## config.mk

```make
export PLATFORM = sky130hd
export DESIGN_NAME = murmur64a_hash_engine_flat
export DESIGN_NICKNAME = d
export VERILOG_FILES = /design/src/hdl/mmh_pkg.sv /design/src/hdl/mmh_if.sv /design/src/hdl/mmh_mul.sv /design/src/hdl/murmur64a_hash_engine.sv /design/src/flat_wrapper.sv
export SDC_FILE = /design/constraint.sdc
export NUM_CORES = 2
export LEC_CHECK = 0
export ABC_AREA = 1
export BUFFER_PORTS_ARGS = -buffer_cell sky130_fd_sc_hd__buf_4
export CAP_MARGIN = 5
export CORE_MARGIN = 1.5
export CORE_UTILIZATION = 52
export CTS_CLUSTER_DIAMETER = 80
export DETAILED_ROUTE_END_ITERATION = 12
export PLACE_DENSITY = 0.69
export RECOVER_POWER = 50
export SLEW_MARGIN = 10
export SYNTH_ARGS = -nofsm -noshare
export SYNTH_HDL_FRONTEND = slang
export SYNTH_SLANG_ARGS = --single-unit
```

## constraint.sdc

```tcl
create_clock -name clk -period 8.5 [get_ports clk]
set_input_delay 0.425 -clock clk [delete_from_list [all_inputs] [get_ports clk]]
set_output_delay 0.425 -clock clk [all_outputs]
set_load 0.05 [all_outputs]
```

## src/hdl/mmh_pkg.sv

```systemverilog
// Shared constants, types and helpers for the MurmurHash64A engine.
// No dependencies; mmh_mul and the top level import this package.
`timescale 1ns / 1ps

package mmh_pkg;

	localparam logic [63:0] MIX_MULT  = 64'hc6a4a7935bd1e995;
	localparam int unsigned MIX_SHIFT = 47;

	// Request from the sequencer to the shared multiplier.
	typedef struct packed {
		logic        start;
		logic [63:0] operand;
	} mmh_mul_req_t;

	// Answer from the shared multiplier: done pulses for one cycle.
	typedef struct packed {
		logic        done;
		logic [63:0] product;
	} mmh_mul_rsp_t;

	// Mask that keeps the low cnt bytes of a word (cnt from 0 to 7).
	function automatic logic [63:0] tail_mask(input logic [2:0] cnt);
		logic [63:0] m;
		m = '0;
		for (int i = 0; i < 8; i++) begin
			m[i*8 +: 8] = (3'(i) < cnt) ? 8'hff : 8'h00;
		end
		return m;
	endfunction

	// The xor-shift step of the mix and of the finalizer.
	function automatic logic [63:0] xor_shift(input logic [63:0] v);
		return v ^ (v >> MIX_SHIFT);
	endfunction

endpackage

```

## src/hdl/mmh_if.sv

```systemverilog
// Handshake channels of the MurmurHash64A engine: input words, results, seed writes.
// Depends on nothing but the language; used by the top level.
`timescale 1ns / 1ps

interface mmh_in_if;
	logic        valid;
	logic        ready;
	logic [63:0] data_word;
	logic [3:0]  valid_bytes;
	logic        first_item;
	logic        last_item;
	logic [31:0] message_length;

	modport source (output valid, data_word, valid_bytes, first_item, last_item,
		message_length, input ready);
	modport sink (input valid, data_word, valid_bytes, first_item, last_item,
		message_length, output ready);
endinterface

interface mmh_out_if;
	logic        valid;
	logic        ready;
	logic [63:0] hash_value;

	modport source (output valid, hash_value, input ready);
	modport sink (input valid, hash_value, output ready);
endinterface

interface mmh_cfg_if;
	logic        valid;
	logic        ready;
	logic [31:0] hash_seed;

	modport source (output valid, hash_seed, input ready);
	modport sink (input valid, hash_seed, output ready);
endinterface

```

## src/hdl/mmh_mul.sv

```systemverilog
// Shared 64-bit multiplier by the mix constant, low 64 bits of the product.
// Built from one 32x32 multiplier; depends on mmh_pkg.
`timescale 1ns / 1ps

module mmh_mul
	import mmh_pkg::*;
(
	input  logic         clk,
	input  logic         arst_n,
	input  mmh_mul_req_t req,
	output mmh_mul_rsp_t rsp
);

	logic [63:0] a_q;
	logic [63:0] acc_q;
	logic [63:0] pp_q;
	logic [1:0]  ph_q;
	logic        busy_q;
	logic        done_q;
	logic [31:0] mul_x;
	logic [31:0] mul_y;

	// Partial products in order: a_lo*m_lo, a_lo*m_hi, a_hi*m_lo.
	// The a_hi*m_hi term falls above bit 63 and is never formed.
	always_comb begin
		case (ph_q)
			2'd0: begin
				mul_x = a_q[31:0];
				mul_y = MIX_MULT[31:0];
			end
			2'd1: begin
				mul_x = a_q[31:0];
				mul_y = MIX_MULT[63:32];
			end
			default: begin
				mul_x = a_q[63:32];
				mul_y = MIX_MULT[31:0];
			end
		endcase
	end

	always_ff @(posedge clk) begin
		if (req.start) begin
			a_q <= req.operand;
		end
		pp_q <= {32'b0, mul_x} * {32'b0, mul_y};
		if (busy_q) begin
			case (ph_q)
				2'd0:    acc_q <= acc_q;
				2'd1:    acc_q <= pp_q;
				default: acc_q <= acc_q + {pp_q[31:0], 32'b0};
			endcase
		end
	end

	always_ff @(posedge clk or negedge arst_n) begin
		if (!arst_n) begin
			ph_q   <= '0;
			busy_q <= 1'b0;
			done_q <= 1'b0;
		end else begin
			done_q <= 1'b0;
			if (req.start) begin
				ph_q   <= '0;
				busy_q <= 1'b1;
			end else if (busy_q) begin
				ph_q <= ph_q + 2'd1;
				if (ph_q == 2'd3) begin
					busy_q <= 1'b0;
					done_q <= 1'b1;
				end
			end
		end
	end

	assign rsp.done    = done_q;
	assign rsp.product = acc_q;

endmodule

```

## src/hdl/murmur64a_hash_engine.sv

```systemverilog
// Top level of the MurmurHash64A streaming hash engine.
// Depends on mmh_pkg, the channels in mmh_if and the shared multiplier mmh_mul.
`timescale 1ns / 1ps

// The engine hashes one message that arrives as little-endian 64-bit words on
// data_in, one word per handshake. The first word of a message carries the
// total byte length, which reseeds the running hash as seed xor (length * M).
// A full word is mixed and folded into the hash, a word of 1 to 7 bytes
// is masked to its valid bytes, xored in and multiplied, and a word with a byte count of 0
// leaves the hash alone. On the last word the hash is finalized and the 64-bit
// result is offered on hash_out; the result sits in an output register, so
// the next word can be taken while it waits. The seed is written through cfg,
// which is always ready; write it only while the engine is idle. All the
// arithmetic runs on one shared multiplier by the mix constant. data_in is not
// ready again until a word's multiplications are done: one to seed on a first
// word, three for a full word, one for a partial word, and one to finalize on a
// last word; a last word then also hands its result to the output register.
// That hand-over waits for as long as the previous result still sits
// unaccepted in the output register.
module murmur64a_hash_engine
	import mmh_pkg::*;
(
	input  logic      clk,
	input  logic      arst_n,
	mmh_in_if.sink    data_in,
	mmh_out_if.source hash_out,
	mmh_cfg_if.sink   cfg
);

	typedef enum logic [7:0] {
		S_IDLE = 8'b0000_0001,
		S_LOAD = 8'b0000_0010,
		S_SEED = 8'b0000_0100,
		S_K1   = 8'b0000_1000,
		S_K2   = 8'b0001_0000,
		S_HM   = 8'b0010_0000,
		S_FIN  = 8'b0100_0000,
		S_OUT  = 8'b1000_0000
	} state_t;

	state_t       state_q;
	state_t       state_d;
	mmh_mul_req_t mul_req;
	mmh_mul_rsp_t mul_rsp;

	// Word captured at acceptance.
	logic [63:0] word_q;
	logic [2:0]  cnt_q;
	logic        full_q;
	logic        first_q;
	logic        last_q;
	logic [31:0] len_q;

	logic [31:0] seed_q;
	logic [63:0] hash_q;
	logic [63:0] hash_d;
	logic        hash_load;
	logic [63:0] fin_q;
	logic        fin_load;
	logic        out_valid_q;
	logic [63:0] out_hash_q;
	logic        out_load;

	logic        route;
	logic [63:0] route_hash;
	logic        in_accept;

	assign in_accept     = data_in.valid && data_in.ready;
	assign data_in.ready = (state_q == S_IDLE);
	assign cfg.ready     = 1'b1;

	mmh_mul u_mul (
		.clk    (clk),
		.arst_n (arst_n),
		.req    (mul_req),
		.rsp    (mul_rsp)
	);

	// Sequencer. Once the running hash for this word is known (after seeding,
	// or straight from the stored value), the word is routed to the full mix,
	// the tail fold, the finalizer, or back to idle.
	always_comb begin
		state_d         = state_q;
		mul_req.start   = 1'b0;
		mul_req.operand = '0;
		hash_load       = 1'b0;
		hash_d          = hash_q;
		fin_load        = 1'b0;
		out_load        = 1'b0;
		route           = 1'b0;
		route_hash      = hash_q;

		unique case (state_q)
			S_IDLE: begin
				if (in_accept) begin
					state_d = S_LOAD;
				end
			end
			S_LOAD: begin
				if (first_q) begin
					mul_req.start   = 1'b1;
					mul_req.operand = {32'b0, len_q};
					state_d         = S_SEED;
				end else begin
					route = 1'b1;
				end
			end
			S_SEED: begin
				if (mul_rsp.done) begin
					route      = 1'b1;
					route_hash = {32'b0, seed_q} ^ mul_rsp.product;
				end
			end
			S_K1: begin
				if (mul_rsp.done) begin
					mul_req.start   = 1'b1;
					mul_req.operand = xor_shift(mul_rsp.product);
					state_d         = S_K2;
				end
			end
			S_K2: begin
				if (mul_rsp.done) begin
					mul_req.start   = 1'b1;
					mul_req.operand = hash_q ^ mul_rsp.product;
					state_d         = S_HM;
				end
			end
			S_HM: begin
				if (mul_rsp.done) begin
					hash_load = 1'b1;
					hash_d    = mul_rsp.product;
					if (last_q) begin
						mul_req.start   = 1'b1;
						mul_req.operand = xor_shift(mul_rsp.product);
						state_d         = S_FIN;
					end else begin
						state_d = S_IDLE;
					end
				end
			end
			S_FIN: begin
				if (mul_rsp.done) begin
					fin_load = 1'b1;
					state_d  = S_OUT;
				end
			end
			S_OUT: begin
				if (!out_valid_q || hash_out.ready) begin
					out_load = 1'b1;
					state_d  = S_IDLE;
				end
			end
			default: begin
				state_d = S_IDLE;
			end
		endcase

		if (route) begin
			hash_load = 1'b1;
			hash_d    = route_hash;
			if (full_q) begin
				mul_req.start   = 1'b1;
				mul_req.operand = word_q;
				state_d         = S_K1;
			end else if (cnt_q != 3'd0) begin
				mul_req.start   = 1'b1;
				mul_req.operand = route_hash ^ (word_q & tail_mask(cnt_q));
				state_d         = S_HM;
			end else if (last_q) begin
				mul_req.start   = 1'b1;
				mul_req.operand = xor_shift(route_hash);
				state_d         = S_FIN;
			end else begin
				state_d = S_IDLE;
			end
		end
	end

	// Payload registers.
	always_ff @(posedge clk) begin
		if (in_accept) begin
			word_q  <= data_in.data_word;
			full_q  <= data_in.valid_bytes[3];
			cnt_q   <= data_in.valid_bytes[2:0];
			first_q <= data_in.first_item;
			last_q  <= data_in.last_item;
			len_q   <= data_in.message_length;
		end
		if (fin_load) begin
			fin_q <= xor_shift(mul_rsp.product);
		end
		if (out_load) begin
			out_hash_q <= fin_q;
		end
	end

	// Control state resets to idle; the seed, the running hash and the output valid reset to zero.
	always_ff @(posedge clk or negedge arst_n) begin
		if (!arst_n) begin
			state_q     <= S_IDLE;
			seed_q      <= '0;
			hash_q      <= '0;
			out_valid_q <= 1'b0;
		end else begin
			state_q <= state_d;
			if (cfg.valid) begin
				seed_q <= cfg.hash_seed;
			end
			if (hash_load) begin
				hash_q <= hash_d;
			end
			if (out_load) begin
				out_valid_q <= 1'b1;
			end else if (hash_out.ready) begin
				out_valid_q <= 1'b0;
			end
		end
	end

	assign hash_out.valid      = out_valid_q;
	assign hash_out.hash_value = out_hash_q;

endmodule
```

## src/flat_wrapper.sv

```systemverilog
// flat-port wrapper written by rule: the top's interface ports become plain ports
module murmur64a_hash_engine_flat import mmh_pkg::*;
  (clk, arst_n, data_in_valid, data_in_data_word, data_in_valid_bytes, data_in_first_item, data_in_last_item, data_in_message_length, data_in_ready, hash_out_valid, hash_out_hash_value, hash_out_ready, cfg_valid, cfg_hash_seed, cfg_ready);
  mmh_in_if data_in_i ();
  mmh_out_if hash_out_i ();
  mmh_cfg_if cfg_i ();
  input  logic clk;
  input  logic arst_n;
  input wire logic [$bits(data_in_i.valid)-1:0] data_in_valid;
  input wire logic [$bits(data_in_i.data_word)-1:0] data_in_data_word;
  input wire logic [$bits(data_in_i.valid_bytes)-1:0] data_in_valid_bytes;
  input wire logic [$bits(data_in_i.first_item)-1:0] data_in_first_item;
  input wire logic [$bits(data_in_i.last_item)-1:0] data_in_last_item;
  input wire logic [$bits(data_in_i.message_length)-1:0] data_in_message_length;
  output wire logic [$bits(data_in_i.ready)-1:0] data_in_ready;
  output wire logic [$bits(hash_out_i.valid)-1:0] hash_out_valid;
  output wire logic [$bits(hash_out_i.hash_value)-1:0] hash_out_hash_value;
  input wire logic [$bits(hash_out_i.ready)-1:0] hash_out_ready;
  input wire logic [$bits(cfg_i.valid)-1:0] cfg_valid;
  input wire logic [$bits(cfg_i.hash_seed)-1:0] cfg_hash_seed;
  output wire logic [$bits(cfg_i.ready)-1:0] cfg_ready;
  assign data_in_i.valid = data_in_valid;
  assign data_in_i.data_word = data_in_data_word;
  assign data_in_i.valid_bytes = data_in_valid_bytes;
  assign data_in_i.first_item = data_in_first_item;
  assign data_in_i.last_item = data_in_last_item;
  assign data_in_i.message_length = data_in_message_length;
  assign data_in_ready = data_in_i.ready;
  assign hash_out_valid = hash_out_i.valid;
  assign hash_out_hash_value = hash_out_i.hash_value;
  assign hash_out_i.ready = hash_out_ready;
  assign cfg_i.valid = cfg_valid;
  assign cfg_i.hash_seed = cfg_hash_seed;
  assign cfg_ready = cfg_i.ready;
  murmur64a_hash_engine u_core (.clk(clk), .arst_n(arst_n), .data_in(data_in_i), .hash_out(hash_out_i), .cfg(cfg_i));
endmodule
```

Yosys cells after proc, flatten, opt, wreduce, memory -nomap -nowiden
Cells that the tools add are included.
{"block": "word_totals", "regBits": 531, "input_bits": 139, "word_cells": 123, "out_inout_bits": 67}
{"block": "op_classes", "n_mux": 56, "order_cmp": 8, "n_eq_ne": 18, "bitwise": 7, "n_mul": 1, "addsub": 2, "n_reduce_logical": 13}
{"cell": "$mux 65", "n": 9}
{"cell": "$mux 64", "n": 5}
{"cell": "$pmux 65 s4", "n": 1}
{"cell": "$mux 8", "n": 17}
{"cell": "$pmux 64 s2", "n": 1}
{"cell": "$xor 64x17->64", "n": 2}
{"cell": "$xor 64x64->64", "n": 2}
{"cell": "$add 64x64->64", "n": 1}
{"cell": "$and 64x64->64", "n": 1}
{"cell": "$mul 32x32->64", "n": 1}
{"cell": "$mux 32", "n": 2}
{"cell": "$pmux 8 s8", "n": 1}
{"cell": "$xor 32x64->64", "n": 1}
{"cell": "$mux 1", "n": 15}
{"cell": "$mux 7", "n": 2}
{"cell": "$lt 3x3->1 const A", "n": 4}
{"cell": "$ne 3x2->1 const B", "n": 4}
{"cell": "$eq 8x1->1 const B", "n": 1}
{"cell": "$eq 8x2->1 const B", "n": 1}
{"cell": "$eq 8x3->1 const B", "n": 1}
{"cell": "$eq 8x4->1 const B", "n": 1}
{"cell": "$eq 8x5->1 const B", "n": 1}
{"cell": "$eq 8x6->1 const B", "n": 1}
{"cell": "$eq 8x7->1 const B", "n": 1}
{"cell": "22 further kinds", "n": 29}

Longest topological paths before layout
{"block": "depth", "depth_word": 9, "ltp_mapped": 40, "depth_no_buf": 40}

Cells and area by module
From an unflattened synthesis, not the netlist that was laid out.
{"block": "hier_totals", "hier_cells": 5955, "hier_area_um2": 51853.5}
{"mod": "mmh_mul", "seq_area_each_um2": 5225.0, "area_each_um2": 34847.2, "cells_per_inst": 4136, "n_inst": 1}
{"mod": "murmur64a_hash_engine", "seq_area_each_um2": 9535.4, "area_each_um2": 17006.3, "cells_per_inst": 1819, "n_inst": 1}

Worst setup path before layout
Ideal clock, no wire load.
{"block": "synth_path", "path_kind": "reg-to-reg", "startpoint": "register u_core.u_mul.ph_q[0]", "endpoint": "register u_core.u_mul.pp_q[40]", "setup_ns": 0.072, "t_arrival_ns": 7.545, "required_ns": 8.428, "synth_period_minus_slack_ns": 7.616, "n_path_buf": 2, "stages_incl_launch_ff": 31, "path_slack_ns": 0.884, "path_cell_list": "dfrtp_1 -> ha_1 -> nor2_4 -> buf_4 -> buf_4 -> nand2_1 -> o21ai_1 -> inv_1 -> nor2_1 -> inv_1 -> fa_1 -> fa_1 -> fa_1 -> fa_1 -> inv_1 -> fa_1 -> fa_1 -> fa_1 -> inv_1 -> fa_1 -> inv_1 -> ha_1 -> nand2_1 -> nor2_1 -> inv_1 -> nor2_1 -> inv_1 -> o21ai_0 -> inv_1 -> nand2_1 -> xor2_1"}
{"block": "synth_between", "elab_chain_cells": 4, "elab_cells_between_ends": 6, "classes_between": "mul: 1; eq/ne: 1; mux: 2; reduce/logical: 2"}
{"item": "start, declared", "line": "mmh_mul.sv:17", "rtl": "logic [1:0] ph_q;"}
{"item": "start signal, assigned", "line": "mmh_mul.sv:67", "rtl": "ph_q <= ph_q + 2'd1;"}
{"item": "$eq 2x1->1 or $logic_not 2->1 (tied branches)", "line": "mmh_mul.sv:26", "rtl": "case (ph_q)"}
{"item": "$reduce_or 2->1 (no source line)"}
{"item": "$mux 32", "line": "mmh_mul.sv:26"}
{"item": "$mul 32x32->64 *", "line": "mmh_mul.sv:46", "rtl": "pp_q <= {32'b0, mul_x} * {32'b0, mul_y};"}
{"item": "end signal, assigned", "line": "mmh_mul.sv:46"}
{"item": "end, declared", "line": "mmh_mul.sv:16", "rtl": "logic [63:0] pp_q;"}
Every way passes the cells marked *; elsewhere a longest branch is shown, timed or not.
A chain may end at the register's enable or synchronous reset.

Worst setup path in the final report
{"block": "layout_path", "startpoint": "register u_core.u_mul.ph_q[1]", "endpoint": "register u_core.u_mul.pp_q[41]"}
The elaborated chain is that of the path after synthesis.

==> results by group <==
Flow run
  • Number of max-cap violations: 7

Clock tree
  • CTS buffer count: 52
  • CTS H-Tree Depth: 2
  • CTS root buf: clkbuf_16
  • Reg clk slew, reported paths: 70 ps
  • Clock insertion delay at the later pin of the skew report: 630 ps
  • CTS tree: done
  • Sink Count: about 530
  • CTS Buffer Depth: 3

Critical path
  • Slowest stage cell, crit path: fa_1
  • Worst path required time: 9060 ps
  • Crit. End Element: flop
  • Crit path arrival time: 8790 ps
  • WP buf/inv: 10
  • Crit path launch type: flop
  • Delay-heaviest family, CP: adder cells
  • Most used cell, CP: inv_1
  • Critical path class: reg -> reg
  • Critical path peak fanout: 12
  • Critical path's largest stage delay: 570 ps

Status
  • Status: finished, violations left
  • Failing checks: max-capacitance violations, max-slew violations

STA
  • Worst slew pin tran: 4240 ps
  • Max Slew Vio Count: 351
  • RSZ-0062 raised after global routing: no
  • Final setup violating endpoints: 0
  • F_max: 121 MHz
  • Worst Skew: 20.7 ps
  • Final setup TNS: 0 ps
  • Max-slew headroom: -183%
  • Tmin final: approximately 8200 ps
  • Final hold viol count: 0
  • Fin crit share: between 90% and 100%

Yosys
  • Ys flop type: edfxtp_1
  • FFs w/ async S/R, synth: 20.5%
  • Synthesized flop and latch total: 531
  • Synth top area share: 24.6%
  • Syn Std Cell Area: between 0.05 and 0.06 mm²
  • EDFF count, synth: 358
  • Warnings, synthesis: 0
  • Yosys top cell by area: fa_1
  • Seq/Total Area, Yosys: between 20% and 30%
  • Top post-synthesis cells by area: fa_1, edfxtp_1, ha_1
  • Syn_area_per_cell: slightly above 9 µm²
  • Cell variety after synth: 57
  • Cells after Synth: ~5600

Detailed routing
  • Drt wl/cell: about 24 µm
  • Final ANT Viol Nets: 0
  • Number of detailed-route iterations in the first pass: 8
  • Via density: about 5.6
  • First DRT Iteration DRCs: approximately 4300
  • Final wirelength: 175000 µm
  • Drc violations: 0
  • Via count: 40300

Die
  • Core Region: 0.0967 mm²
  • Die ar.: 0.0995 mm²
  • Die H: between 300 and 400 µm
  • FP Rows: 114
  • Die Wd: 315 µm
  • Initial Util: 52.5%
  • I/O Pins: between 200 and 250

Global routing
  • Busiest layer in global routing: met2
  • Met2 GRT Util: between 50% and 60%
  • Total GRT Usage: 35.8%
  • Largest net degree at the start of global routing: 73
  • Total grt overflow: 0
  • GR Util met1: 51.3%
  • Met3 Use GR: 6.93%
  • First-pass GRT wire length: 260000 µm
  • Antenna violations before repair: 2
  • Vias in the first global route: a little over 40000

Place
  • RePlAce Congestion: 1.01
  • Post-DP HPWL: 144000 µm
  • IO buf count: 204

Min path
  • Worst Hold Class: in -> reg

Cells and area
  • ANT cells: 0
  • Layout Utilization: just under 60%
  • Most common cell after layout, fill and taps aside: inv_1
  • Commonest cells after routing, fill and taps aside: inv_1, nand2_1, fa_1, ha_1, edfxtp_1
  • Final nets: 7130
  • Layout cells sized above 1: roughly 8.6%
  • Area growth from synthesis to layout: 12.1%
  • Number of fill cells: 8571
## stage by stage
step | hold slack [ps] | instance area, µm² | setup slack [ps] | instances
floorplan | 129 | 50800 | 884 | 5567
global placement | 401 | 54400 | -141 | 7052
detailed placement | 405 | 54400 | -117 | 7052
CTS | 3.38 | 57200 | 23.3 | 7252
global route | 23.6 | 56900 | 65.7 | 7254
finish | 16.8 | 56900 | 266 | 7254
## cell usage after synthesis, types with 13 or more instances
cell type and count:
nor3_1 19, a32oi_1 29, ha_1 431, o221ai_1 33, xor2_1 85, a21oi_1 177, mux2_2 23, inv_2 21
o22ai_1 18, buf_2 34, fa_1 624, xnor2_1 42, o21bai_1 17, dfxtp_1 64, or2_2 17, o21ai_1 48
nand2_1 1127, a22oi_2 20, nor2_1 320, o211ai_1 36, o21ai_0 154, clkbuf_1 65, dfrtp_1 108, o21ai_2 13
inv_1 1275, nand4_1 24, nand3b_1 34, edfxtp_1 358, nand3_1 210
## repair_timing
action,in CTS,in global routing
pin swaps,0,2
endpoints found under the setup margin,19,42
buffers inserted,0,2
gates resized for setup,7,42
endpoints found under the hold margin,163,0
hold buffers,104,0
## final timing paths
path | from | endpoint | slack [ps] | cells past startpoint
min | cfg_hash_seed[12] | u_core.seed_q[12]$_DFFE_PN0P_ | 20 | 3
max | u_core.u_mul.ph_q[1]$_DFFE_PN0P_ | u_core.u_mul.pp_q[41]$_DFF_P_ | 270 | 30
max reg2reg | u_core.u_mul.ph_q[1]$_DFFE_PN0P_ | u_core.u_mul.pp_q[41]$_DFF_P_ | 270 | 30
min in group asynchronous | arst_n | u_core.state_q[1]$_DFFE_PN0P_ | 1830 | 2
min reg2reg | u_core.fin_q[21]$_DFFE_PP_ | u_core.hash_out.hash_value[21]$_DFFE_PP_ | 420 | 0
max in group asynchronous | arst_n | u_core.seed_q[24]$_DFFE_PN0P_ | 2210 | 3
## metal layers
| metal | share of wire [%] | wire, µm | vias to the layer above |
|---|---|---|---|
| li1 | - | - | 18200 |
| met4 | 3.8 | 6660 | 0 |
| met5 | 0 | 0 | - |
| met1 | 42 | 73800 | 19800 |
| met2 | 45 | 78400 | 1918 |
| met3 | 9.5 | 16600 | 334 |
## flip-flops by register name, summed over array words and instances (netlist names), 32 cells and up
signal	flops
u_core.fin_q	64
u_core.hash_out.hash_value	64
u_core.hash_q	64
u_core.u_mul.a_q	64
u_core.u_mul.acc_q	64
u_core.u_mul.pp_q	64
u_core.word_q	64
u_core.len_q	32
u_core.seed_q	32
## kinds of logic after synthesis
logic type                 after synthesis  share of synthesized area [%]
AOI/OAI and AO/OA                      600                           7.40
xor gates and xnor gates               127                           2.19
adders and majority gates             1055                           35.2
buffers and inverters                 1426                           10.8
DFF                                    531                           29.1
muxes                                   23                          0.510
other                                    2                         0.0148
and+or+nand+nor                       1799                           14.7
## layout make-up
cell class | instances | area [µm²] | share of cell area, %
clock buffers | 60 | 1360 | 2.39
clock inverters | 36 | 399 | 0.701
multi-input cells | 3610 | 30600 | 53.8
inverters | 1301 | 4890 | 8.59
repair buffers | 440 | 3280 | 5.76
flip-flops and latches | 531 | 14800 | 25.9
well taps | 1276 | 1600 | 2.80
## worst min-delay path, delay by kind of cell
family	cells	cell delay [ps]
buffers and inverters	1	90
AO/OA/AOI/OAI	1	60
AND/OR/NAND/NOR	1	40
Power is not shown: default switching activity piles up to over one toggle a cycle in this logic, so the estimate is an artifact.
